==> src/hw/rtl/wsd_pkg.sv <==
// Shared types and constants for the WebSocket frame deframer.
// No dependencies; every file but the checker imports this package.
package wsd_pkg;

  // Seven-bit length codes that announce an extended length field.
  localparam logic [6:0] LenCode16 = 7'd126;
  localparam logic [6:0] LenCode64 = 7'd127;

  // Byte counts of the extended length fields and of the mask key.
  localparam logic [3:0] ExtLen16Bytes = 4'd2;
  localparam logic [3:0] ExtLen64Bytes = 4'd8;
  localparam logic [3:0] MaskKeyBytes  = 4'd4;

  // One classified result on its way from the parser to the output stage.
  // The key byte is already selected (zero for unmasked or empty frames).
  typedef struct packed {
    logic [7:0] data;
    logic [7:0] key;
    logic [3:0] opcode;
    logic       fin;
    logic       first;
    logic       last;
    logic       empty;
  } wsd_item_t;

endpackage

==> src/hw/rtl/wsd_parser.sv <==
// Front end of the deframer: header, length and mask key parser.
// Depends on wsd_pkg; pushes one request per payload byte or empty frame.
module wsd_parser
  import wsd_pkg::*;
(
  input  logic       clk_i,
  input  logic       rst_ni,
  input  logic       accept_i,
  input  logic [7:0] rx_byte_i,
  output logic       push_o,
  output wsd_item_t  item_o
);

  typedef enum logic [2:0] {
    PhHdr0    = 3'd0,
    PhHdr1    = 3'd1,
    PhExtLen  = 3'd2,
    PhMask    = 3'd3,
    PhPayload = 3'd4
  } phase_e;

  phase_e      phase_q, phase_d;
  logic [3:0]  opcode_q, opcode_d;
  logic        fin_q, fin_d;
  logic        mask_q, mask_d;
  logic [63:0] len_q, len_d;
  logic [3:0]  hcnt_q, hcnt_d;
  logic [31:0] key_q, key_d;
  logic [1:0]  pidx_q, pidx_d;

  logic [6:0]  len7;
  logic        do_len_done;
  logic        do_enter;
  logic [7:0]  key_byte;

  assign len7 = rx_byte_i[6:0];

  // Key byte for the current payload position; the first key byte received
  // sits in the top byte of the key register.
  always_comb begin
    unique case (pidx_q)
      2'd0:    key_byte = key_q[31:24];
      2'd1:    key_byte = key_q[23:16];
      2'd2:    key_byte = key_q[15:8];
      default: key_byte = key_q[7:0];
    endcase
  end

  // Next-state logic of the parser for one accepted byte.
  always_comb begin
    phase_d     = phase_q;
    opcode_d    = opcode_q;
    fin_d       = fin_q;
    mask_d      = mask_q;
    len_d       = len_q;
    hcnt_d      = hcnt_q;
    key_d       = key_q;
    pidx_d      = pidx_q;
    do_len_done = 1'b0;
    do_enter    = 1'b0;
    push_o      = 1'b0;

    item_o.data   = rx_byte_i;
    item_o.key    = mask_q ? key_byte : 8'h00;
    item_o.opcode = opcode_q;
    item_o.fin    = fin_q;
    item_o.first  = (hcnt_q != 4'd0);
    item_o.last   = (len_q == 64'd1);
    item_o.empty  = 1'b0;

    if (accept_i) begin
      unique case (phase_q)
        PhHdr1: begin
          mask_d = rx_byte_i[7];
          if (len7 == LenCode16) begin
            len_d   = 64'd0;
            hcnt_d  = ExtLen16Bytes;
            phase_d = PhExtLen;
          end else if (len7 == LenCode64) begin
            len_d   = 64'd0;
            hcnt_d  = ExtLen64Bytes;
            phase_d = PhExtLen;
          end else begin
            len_d       = {57'd0, len7};
            do_len_done = 1'b1;
          end
        end
        PhExtLen: begin
          len_d  = {len_q[55:0], rx_byte_i};
          hcnt_d = hcnt_q - 4'd1;
          if (hcnt_q == 4'd1) begin
            do_len_done = 1'b1;
          end
        end
        PhMask: begin
          key_d  = {key_q[23:0], rx_byte_i};
          hcnt_d = hcnt_q - 4'd1;
          if (hcnt_q == 4'd1) begin
            do_enter = 1'b1;
          end
        end
        PhPayload: begin
          push_o = 1'b1;
          hcnt_d = 4'd0;
          pidx_d = pidx_q + 2'd1;
          len_d  = len_q - 64'd1;
          if (len_q == 64'd1) begin
            phase_d = PhHdr0;
          end
        end
        default: begin
          fin_d    = rx_byte_i[7];
          opcode_d = rx_byte_i[3:0];
          phase_d  = PhHdr1;
        end
      endcase

      // Length complete: fetch the key if masked, else start the body.
      if (do_len_done) begin
        if (mask_d) begin
          phase_d = PhMask;
          hcnt_d  = MaskKeyBytes;
          key_d   = 32'd0;
        end else begin
          do_enter = 1'b1;
        end
      end

      // Body start: a zero length frame yields a single empty result.
      if (do_enter) begin
        pidx_d = 2'd0;
        if (len_d == 64'd0) begin
          push_o       = 1'b1;
          item_o.data  = 8'h00;
          item_o.key   = 8'h00;
          item_o.first = 1'b1;
          item_o.last  = 1'b1;
          item_o.empty = 1'b1;
          phase_d      = PhHdr0;
        end else begin
          phase_d = PhPayload;
          hcnt_d  = 4'd1;
        end
      end
    end
  end

  // Parser state registers.
  always_ff @(posedge clk_i or negedge rst_ni) begin
    if (!rst_ni) begin
      phase_q  <= PhHdr0;
      opcode_q <= 4'd0;
      fin_q    <= 1'b0;
      mask_q   <= 1'b0;
      len_q    <= 64'd0;
      hcnt_q   <= 4'd0;
      key_q    <= 32'd0;
      pidx_q   <= 2'd0;
    end else begin
      phase_q  <= phase_d;
      opcode_q <= opcode_d;
      fin_q    <= fin_d;
      mask_q   <= mask_d;
      len_q    <= len_d;
      hcnt_q   <= hcnt_d;
      key_q    <= key_d;
      pidx_q   <= pidx_d;
    end
  end

endmodule

==> src/hw/rtl/wsd_fifo.sv <==
// Short request queue between the parser and the output stage.
// Depends on wsd_pkg for the queued item type.
module wsd_fifo
  import wsd_pkg::*;
#(
  parameter int unsigned Depth = 2
) (
  input  logic      clk_i,
  input  logic      rst_ni,
  input  logic      push_i,
  input  wsd_item_t item_i,
  output logic      full_o,
  input  logic      pop_i,
  output logic      valid_o,
  output wsd_item_t item_o
);

  localparam int unsigned PtrW = (Depth > 1) ? $clog2(Depth) : 1;
  localparam int unsigned CntW = $clog2(Depth + 1);
  localparam logic [PtrW-1:0] LastPtr = PtrW'(Depth - 1);
  localparam logic [CntW-1:0] FullCnt = CntW'(Depth);

  wsd_item_t           mem_q [Depth];
  logic [PtrW-1:0]     wptr_q, rptr_q;
  logic [CntW-1:0]     cnt_q;
  logic                do_push, do_pop;

  assign full_o  = (cnt_q == FullCnt);
  assign valid_o = (cnt_q != '0);
  assign item_o  = mem_q[rptr_q];
  assign do_push = push_i && !full_o;
  assign do_pop  = pop_i && valid_o;

  // Storage, written at the tail.
  always_ff @(posedge clk_i) begin
    if (do_push) begin
      mem_q[wptr_q] <= item_i;
    end
  end

  // Pointers and fill count.
  always_ff @(posedge clk_i or negedge rst_ni) begin
    if (!rst_ni) begin
      wptr_q <= '0;
      rptr_q <= '0;
      cnt_q  <= '0;
    end else begin
      if (do_push) begin
        wptr_q <= (wptr_q == LastPtr) ? '0 : wptr_q + PtrW'(1);
      end
      if (do_pop) begin
        rptr_q <= (rptr_q == LastPtr) ? '0 : rptr_q + PtrW'(1);
      end
      if (do_push && !do_pop) begin
        cnt_q <= cnt_q + CntW'(1);
      end else if (do_pop && !do_push) begin
        cnt_q <= cnt_q - CntW'(1);
      end
    end
  end

endmodule

==> src/hw/rtl/wsd_emit.sv <==
// Back end of the deframer: unmasks queued requests into the output register.
// Depends on wsd_pkg for the queued item type.
module wsd_emit
  import wsd_pkg::*;
(
  input  logic       clk_i,
  input  logic       rst_ni,
  input  logic       q_valid_i,
  input  wsd_item_t  q_item_i,
  output logic       q_pop_o,
  output logic       out_valid_o,
  input  logic       out_ready_i,
  output logic [7:0] payload_byte_o,
  output logic [3:0] frame_opcode_o,
  output logic       final_fragment_o,
  output logic       first_of_frame_o,
  output logic       last_of_frame_o,
  output logic       empty_frame_o
);

  logic       valid_q;
  logic [7:0] data_q;
  logic [3:0] opcode_q;
  logic       fin_q, first_q, last_q, empty_q;

  // Take the next request whenever the output register is free or draining.
  assign q_pop_o = q_valid_i && (!valid_q || out_ready_i);

  always_ff @(posedge clk_i or negedge rst_ni) begin
    if (!rst_ni) begin
      valid_q <= 1'b0;
    end else if (!valid_q || out_ready_i) begin
      valid_q <= q_valid_i;
    end
  end

  // Output payload register; the XOR removes the mask.
  always_ff @(posedge clk_i) begin
    if (q_pop_o) begin
      data_q   <= q_item_i.data ^ q_item_i.key;
      opcode_q <= q_item_i.opcode;
      fin_q    <= q_item_i.fin;
      first_q  <= q_item_i.first;
      last_q   <= q_item_i.last;
      empty_q  <= q_item_i.empty;
    end
  end

  assign out_valid_o      = valid_q;
  assign payload_byte_o   = data_q;
  assign frame_opcode_o   = opcode_q;
  assign final_fragment_o = fin_q;
  assign first_of_frame_o = first_q;
  assign last_of_frame_o  = last_q;
  assign empty_frame_o    = empty_q;

endmodule

==> src/hw/rtl/websocket_frame_deframer_unit.sv <==
// WebSocket (RFC 6455) receive deframer, top level. Takes one received byte per
// accepted request and returns one result per payload byte, unmasked and tagged
// with opcode, FIN and first/last marks, or a single empty-marked result for a
// frame of zero length; header, length and key bytes return nothing. The block
// accepts one byte every cycle while the output side keeps up. Each result is
// written into the request queue and moves from there to the output register.
// Backpressure reaches the input once the queue of QueueDepth entries and the
// output register are all occupied.
// Depends on wsd_pkg, wsd_parser, wsd_fifo and wsd_emit.
module websocket_frame_deframer_unit
  import wsd_pkg::*;
#(
  parameter int unsigned QueueDepth = 2
) (
  input  logic       clk_i,
  input  logic       rst_ni,
  input  logic       in_valid_i,
  output logic       in_ready_o,
  input  logic [7:0] rx_byte_i,
  output logic       out_valid_o,
  input  logic       out_ready_i,
  output logic [7:0] payload_byte_o,
  output logic [3:0] frame_opcode_o,
  output logic       final_fragment_o,
  output logic       first_of_frame_o,
  output logic       last_of_frame_o,
  output logic       empty_frame_o
);

  logic      accept;
  logic      push;
  logic      q_full;
  logic      q_valid;
  logic      q_pop;
  wsd_item_t push_item;
  wsd_item_t head_item;

  // A byte is taken only when the queue has room for its possible result.
  assign in_ready_o = !q_full;
  assign accept     = in_valid_i && in_ready_o;

  wsd_parser u_parser (
    .clk_i     (clk_i),
    .rst_ni    (rst_ni),
    .accept_i  (accept),
    .rx_byte_i (rx_byte_i),
    .push_o    (push),
    .item_o    (push_item)
  );

  wsd_fifo #(
    .Depth (QueueDepth)
  ) u_fifo (
    .clk_i   (clk_i),
    .rst_ni  (rst_ni),
    .push_i  (push),
    .item_i  (push_item),
    .full_o  (q_full),
    .pop_i   (q_pop),
    .valid_o (q_valid),
    .item_o  (head_item)
  );

  wsd_emit u_emit (
    .clk_i            (clk_i),
    .rst_ni           (rst_ni),
    .q_valid_i        (q_valid),
    .q_item_i         (head_item),
    .q_pop_o          (q_pop),
    .out_valid_o      (out_valid_o),
    .out_ready_i      (out_ready_i),
    .payload_byte_o   (payload_byte_o),
    .frame_opcode_o   (frame_opcode_o),
    .final_fragment_o (final_fragment_o),
    .first_of_frame_o (first_of_frame_o),
    .last_of_frame_o  (last_of_frame_o),
    .empty_frame_o    (empty_frame_o)
  );

endmodule

==> config.mk <==
export PLATFORM = sky130hd
export DESIGN_NAME = websocket_frame_deframer_unit
export DESIGN_NICKNAME = d
export VERILOG_FILES = /design/src/hw/rtl/wsd_pkg.sv /design/src/hw/rtl/wsd_parser.sv /design/src/hw/rtl/wsd_fifo.sv /design/src/hw/rtl/wsd_emit.sv /design/src/hw/rtl/websocket_frame_deframer_unit.sv
export SDC_FILE = /design/constraint.sdc
export NUM_CORES = 1
export LEC_CHECK = 0
export ABC_AREA = 1
export BUFFER_PORTS_ARGS = -buffer_cell sky130_fd_sc_hd__clkbuf_2
export CAP_MARGIN = 10
export CELL_PAD_IN_SITES_DETAIL_PLACEMENT = 0
export CELL_PAD_IN_SITES_GLOBAL_PLACEMENT = 1
export CORE_MARGIN = 5
export CORE_UTILIZATION = 40
export CTS_BUF_LIST = sky130_fd_sc_hd__clkbuf_4 sky130_fd_sc_hd__clkbuf_8
export DETAILED_ROUTE_END_ITERATION = 7
export PLACE_DENSITY = 0.74
export SLEW_MARGIN = 30
export SYNTH_ARGS = -nofsm -noshare
export SYNTH_HDL_FRONTEND = slang
export SYNTH_SLANG_ARGS = --single-unit
==> constraint.sdc <==
create_clock -name clk_i -period 3.9 [get_ports clk_i]
set_input_delay 0.195 -clock clk_i [delete_from_list [all_inputs] [get_ports clk_i]]
set_output_delay 0.195 -clock clk_i [all_outputs]
set_load 0.01 [all_outputs]
==> flow_summary.yaml <==
sta:
  fraction_of_the_cycle_the_final_worst_path_needs_pct: 90.9
  max_clock_freq_ghz: 0.282
  final_period_minus_worst_setup_slack_ns: 3.54
  maxSlewHeadroom_pct: 47.9
  clock-skew-final_ns: 0.0213
  timing_hold_violations_final: 0
  worst-slew-pin-transition_ns: 0.781
  setup_viol: 0
  fin_setup_tns_ns: 0
  timing.final.max_slew_violations: 0
  grt_setup_unrepaired: "false"
logic_synthesis:
  yosys_register_bits: 180
  synth_edf_count: 64
  post-synth-top-area-cell: "sky130_fd_sc_hd__dfrtp_1"
  synth.lib_cells_used.distinct: 40
  postSynthNetCount: 1592
  synth-seq-area-share_pct: 43.0
  post-synth-top-count-cell: "sky130_fd_sc_hd__nand2_1"
  area_share_of_the_leading_cell_type_in_the_synthesized_netlist_pct: 25.9
  synthArstFlopShare_pct: 64.4
  post_synth_most_frequent_cells: "sky130_fd_sc_hd__nand2_1, sky130_fd_sc_hd__inv_1, sky130_fd_sc_hd__nor2_1"
  postSynthAreaPerCell_um2: 7.14
  post_synth_main_area_contributors: "sky130_fd_sc_hd__dfrtp_1, sky130_fd_sc_hd__edfxtp_1, sky130_fd_sc_hd__nand2_1"
  postSynthCellCount: 1570
  ys.warnings.count: 0
  synth_flop_cell: "sky130_fd_sc_hd__dfrtp_1"
  synthesis.area_um2: 11200
power_and_ir_drop:
  ir_worst_vdd_mv: 0.475
  clkPwrFrac_pct: 11.3
  switching_share_pct: 55.4
  power_w: 0.0120
  comb_power_share_pct: 60.4
  leakagePower_nw: 5.98
  proportion_of_power_drawn_by_flip_flops_and_latches_pct: 28.3
  power.internal_w: 0.00537
  total_switching_power_w: 0.00668
  pwr_density_nw_per_um2: 987
floorplan:
  num_io_pins: 30
  die_h_um: 177
  effective_utilization_at_floorplan_pct: 40.5
  floorplan.core_area_um2: 27700
  dieArea_um2: 31500
  row_count: 61
  die_width_um: 177
route:
  avgRoutedWirePerCell_um: 17.0
  drc_errors: 0
  drt-vias-per-instance: 5.13
  drtPass1Iterations: 5
  detail_route.wirelength_um: 33600
  antenna_violating_nets_post_route: 0
  routed-via-count: 10134
  drt_iter0_drc: 627
cells_and_area:
  insertedDiodeCount: 0
  final_net_count: 1606
  fillCellCount: 2931
  syn_to_layout_area_delta_pct: 8.81
  layout_cell_share_with_drive_strength_beyond_1_pct: 9.46
  multi_input_comb_area_um2: 5250
  regArea_um2: 4820
setup_path:
  timing.critical_path.max_delay_family: "simple AND/OR/NAND/NOR gates"
  critical_path.cell_chain: "inv_1 -> ha_1 -> nand2_2 -> nor2_2 -> nand2_2 -> nor2_1 -> nand2_1 -> nand3_1 -> nand2_1 -> nor2_1 -> nand2_1 -> nor2_1 -> nand2_1 -> nor2_2 -> nand4_4 -> nand2_2 -> inv_2 -> nor2_2 -> buf_4"
  cp_num_buf_inv: 3
  path_common_cell: "sky130_fd_sc_hd__nand2_1"
  setup.worst_path.start: "u_parser.len_q[0]"
  worst_ep_arrival_time_ns: 3.70
  crit_required_ns: 4.06
  start_kind: "flop"
  path_max_fanout: 24
  worstSetupEndpointType: "flop"
  timing.critical_path.slowest_cell_delay_ns: 0.44
  timing.setup.critical_path_class: "flop to flop"
  critical-path-slowest-cell: "sky130_fd_sc_hd__dfrtp_1"
  critical_path.reg2reg.startpoint: "u_parser.len_q[0]"
  ff2ff_setup_slack_ns: 0.36
clocking:
  clock_tree.htree_level_count: 4
  clock_tree_from_tritoncts: "built"
  tritoncts.num_buffers: 17
  cts_root_buffer: "sky130_fd_sc_hd__clkbuf_8"
  cts_max_path_buffers: 2
  clock_sink_count: 180
  clock_insertion_delay_worst_skew_ns: 0.49
  cts-resized-gates: 0
  worst_setup_hold_path_clk_slew_ns: 0.12
global_routing:
  grt_start_max_net_pins: 65
  grt-ovfl-total: 0
  grt_util_all_layers_pct: 22.0
  grt_pass1_wl_um: 54200
  grt_pass1_vias: 9889
  antenna_violations_before_repair: 0
min_path:
  worstHoldPathType: "primary input to flop"
  hp-start: "rx_byte_i[7]"
place:
  port-buffer-count: 29
  place_congestion: 0.917
  detailedPlacementHpwl_um: 24500
run_status:
  run_status: "complete, no violations"
job:
  max-cap-violations: 0
==> power groups by stage <==
stage | Sequential, W | Clock [W] | Combinational, W
2_1_floorplan | 0.00323 | 0 | 0.00523
3_3_place_gp | 0.00343 | 0 | 0.00723
3_5_place_dp | 0.00344 | 0 | 0.00724
4_1_cts | 0.00340 | 0.00139 | 0.00728
5_1_grt | 0.00350 | 0.00147 | 0.00826
6_report | 0.00341 | 0.00136 | 0.00728
==> timing repair <==
action,in CTS,in global routing
buffers inserted,0,0
hold endpoints to repair,63,0
hold buffers,2,0
==> stage by stage <==
step / hold slack (ns) / instance area (µm²) / worst slack [ns] / util, % / std cells
final: 0.0567 / 12200 / 0.357 / 44.0 / 1975
after global routing: 0.0419 / 12200 / 0.0166 / 44.0 / 1975
after CTS: 0.0218 / 12200 / 0.331 / 44.0 / 1975
after detailed placement: 0.391 / 11800 / 0.377 / 42.5 / 1941
after global placement: 0.393 / 11800 / 0.413 / 42.4 / 1941
after floorplan: -0.101 / 11200 / 0.291 / - / 1570
==> worst paths after layout <==
check | depth (start not counted) | to
min | 3 | u_parser.key_q[7]
min reg2reg | 1 | u_fifo.cnt_q[0]
max reg2reg | 19 | u_fifo.mem_q[1][17]
max | 19 | u_fifo.mem_q[1][17]
min in group asynchronous | 2 | u_parser.key_q[7]
max in group asynchronous | 3 | u_parser.len_q[58]
==> worst register-to-register path, delay by kind of cell, from the launching register on <==
kind | cells | cell delay, ns
adder cells (fa/ha/maj) | 1 | 0.25
buffers and inverters | 3 | 0.51
flip-flops | 1 | 0.44
AND/OR/NAND/NOR | 15 | 1.98
==> sequential cells by signal (all words and copies together), names as in the netlist, 2 cells and up <==
signal and count:
u_fifo.cnt_q 2, u_parser.opcode_q 4, u_parser.len_q 64, u_fifo.mem_q 48, u_parser.pidx_q 2, u_parser.hcnt_q 4
u_emit.payload_byte_o 8, u_emit.frame_opcode_o 4, u_parser.key_q 32, u_parser.phase_q 3
==> layout by cell type (no fill, tap or decap), types with 8 or more instances in the layout <==
master / Yosys / routed
sky130_fd_sc_hd__nor2_2: 16 / 17
sky130_fd_sc_hd__clkbuf_8: 0 / 17
sky130_fd_sc_hd__clkbuf_2: 0 / 28
sky130_fd_sc_hd__dfrtp_1: 116 / 116
sky130_fd_sc_hd__xor2_1: 10 / 10
sky130_fd_sc_hd__xnor2_1: 11 / 11
sky130_fd_sc_hd__o211ai_1: 39 / 39
sky130_fd_sc_hd__nand2_2: 9 / 9
sky130_fd_sc_hd__o22ai_1: 41 / 41
sky130_fd_sc_hd__a21oi_1: 29 / 28
sky130_fd_sc_hd__edfxtp_1: 64 / 64
sky130_fd_sc_hd__nor2_1: 200 / 199
sky130_fd_sc_hd__inv_1: 228 / 226
sky130_fd_sc_hd__o21ai_0: 117 / 117
sky130_fd_sc_hd__inv_2: 21 / 22
sky130_fd_sc_hd__nand4_1: 13 / 13
sky130_fd_sc_hd__ha_1: 10 / 10
sky130_fd_sc_hd__nand2_1: 434 / 433
sky130_fd_sc_hd__nand3_1: 107 / 107
sky130_fd_sc_hd__buf_4: 0 / 15
sky130_fd_sc_hd__a221oi_1: 8 / 8
sky130_fd_sc_hd__nand3_2: 9 / 9
==> final cells by class <==
cell class              instances  share of cell area (%)
clock buffers                  17                    1.92
flip-flops and latches        180                    39.5
clock inverters                15                    1.49
repair buffers                 47                    2.49
inverters                     249                    7.67
well taps                     378                    3.88
multi-input cells            1089                    43.0
==> per-layer routing <==
metal / wire length (µm) / share of wire (%) / global-route usage (%)
met5: 0 / 0 / 0
met1: 15100 / 45 / 28.7
met4: 966 / 2.9 / 7.41
met2: 16300 / 49 / 37.5
met3: 1180 / 3.5 / 3.09
==> cell families (layout without fill, tap and decap cells) <==
group,count (synthesis),after routing,synth area share [%]
adder cells (fa/ha/maj),10,10,1.12
AO/OA/AOI/OAI,246,246,12.9
flip-flops,180,180,43.0
AND/OR/NAND/NOR,810,810,30.9
buffers and inverters,301,328,10.3
multiplexers,2,2,0.201
XOR/XNOR,21,21,1.64
Power figures use the tool's default switching activity.
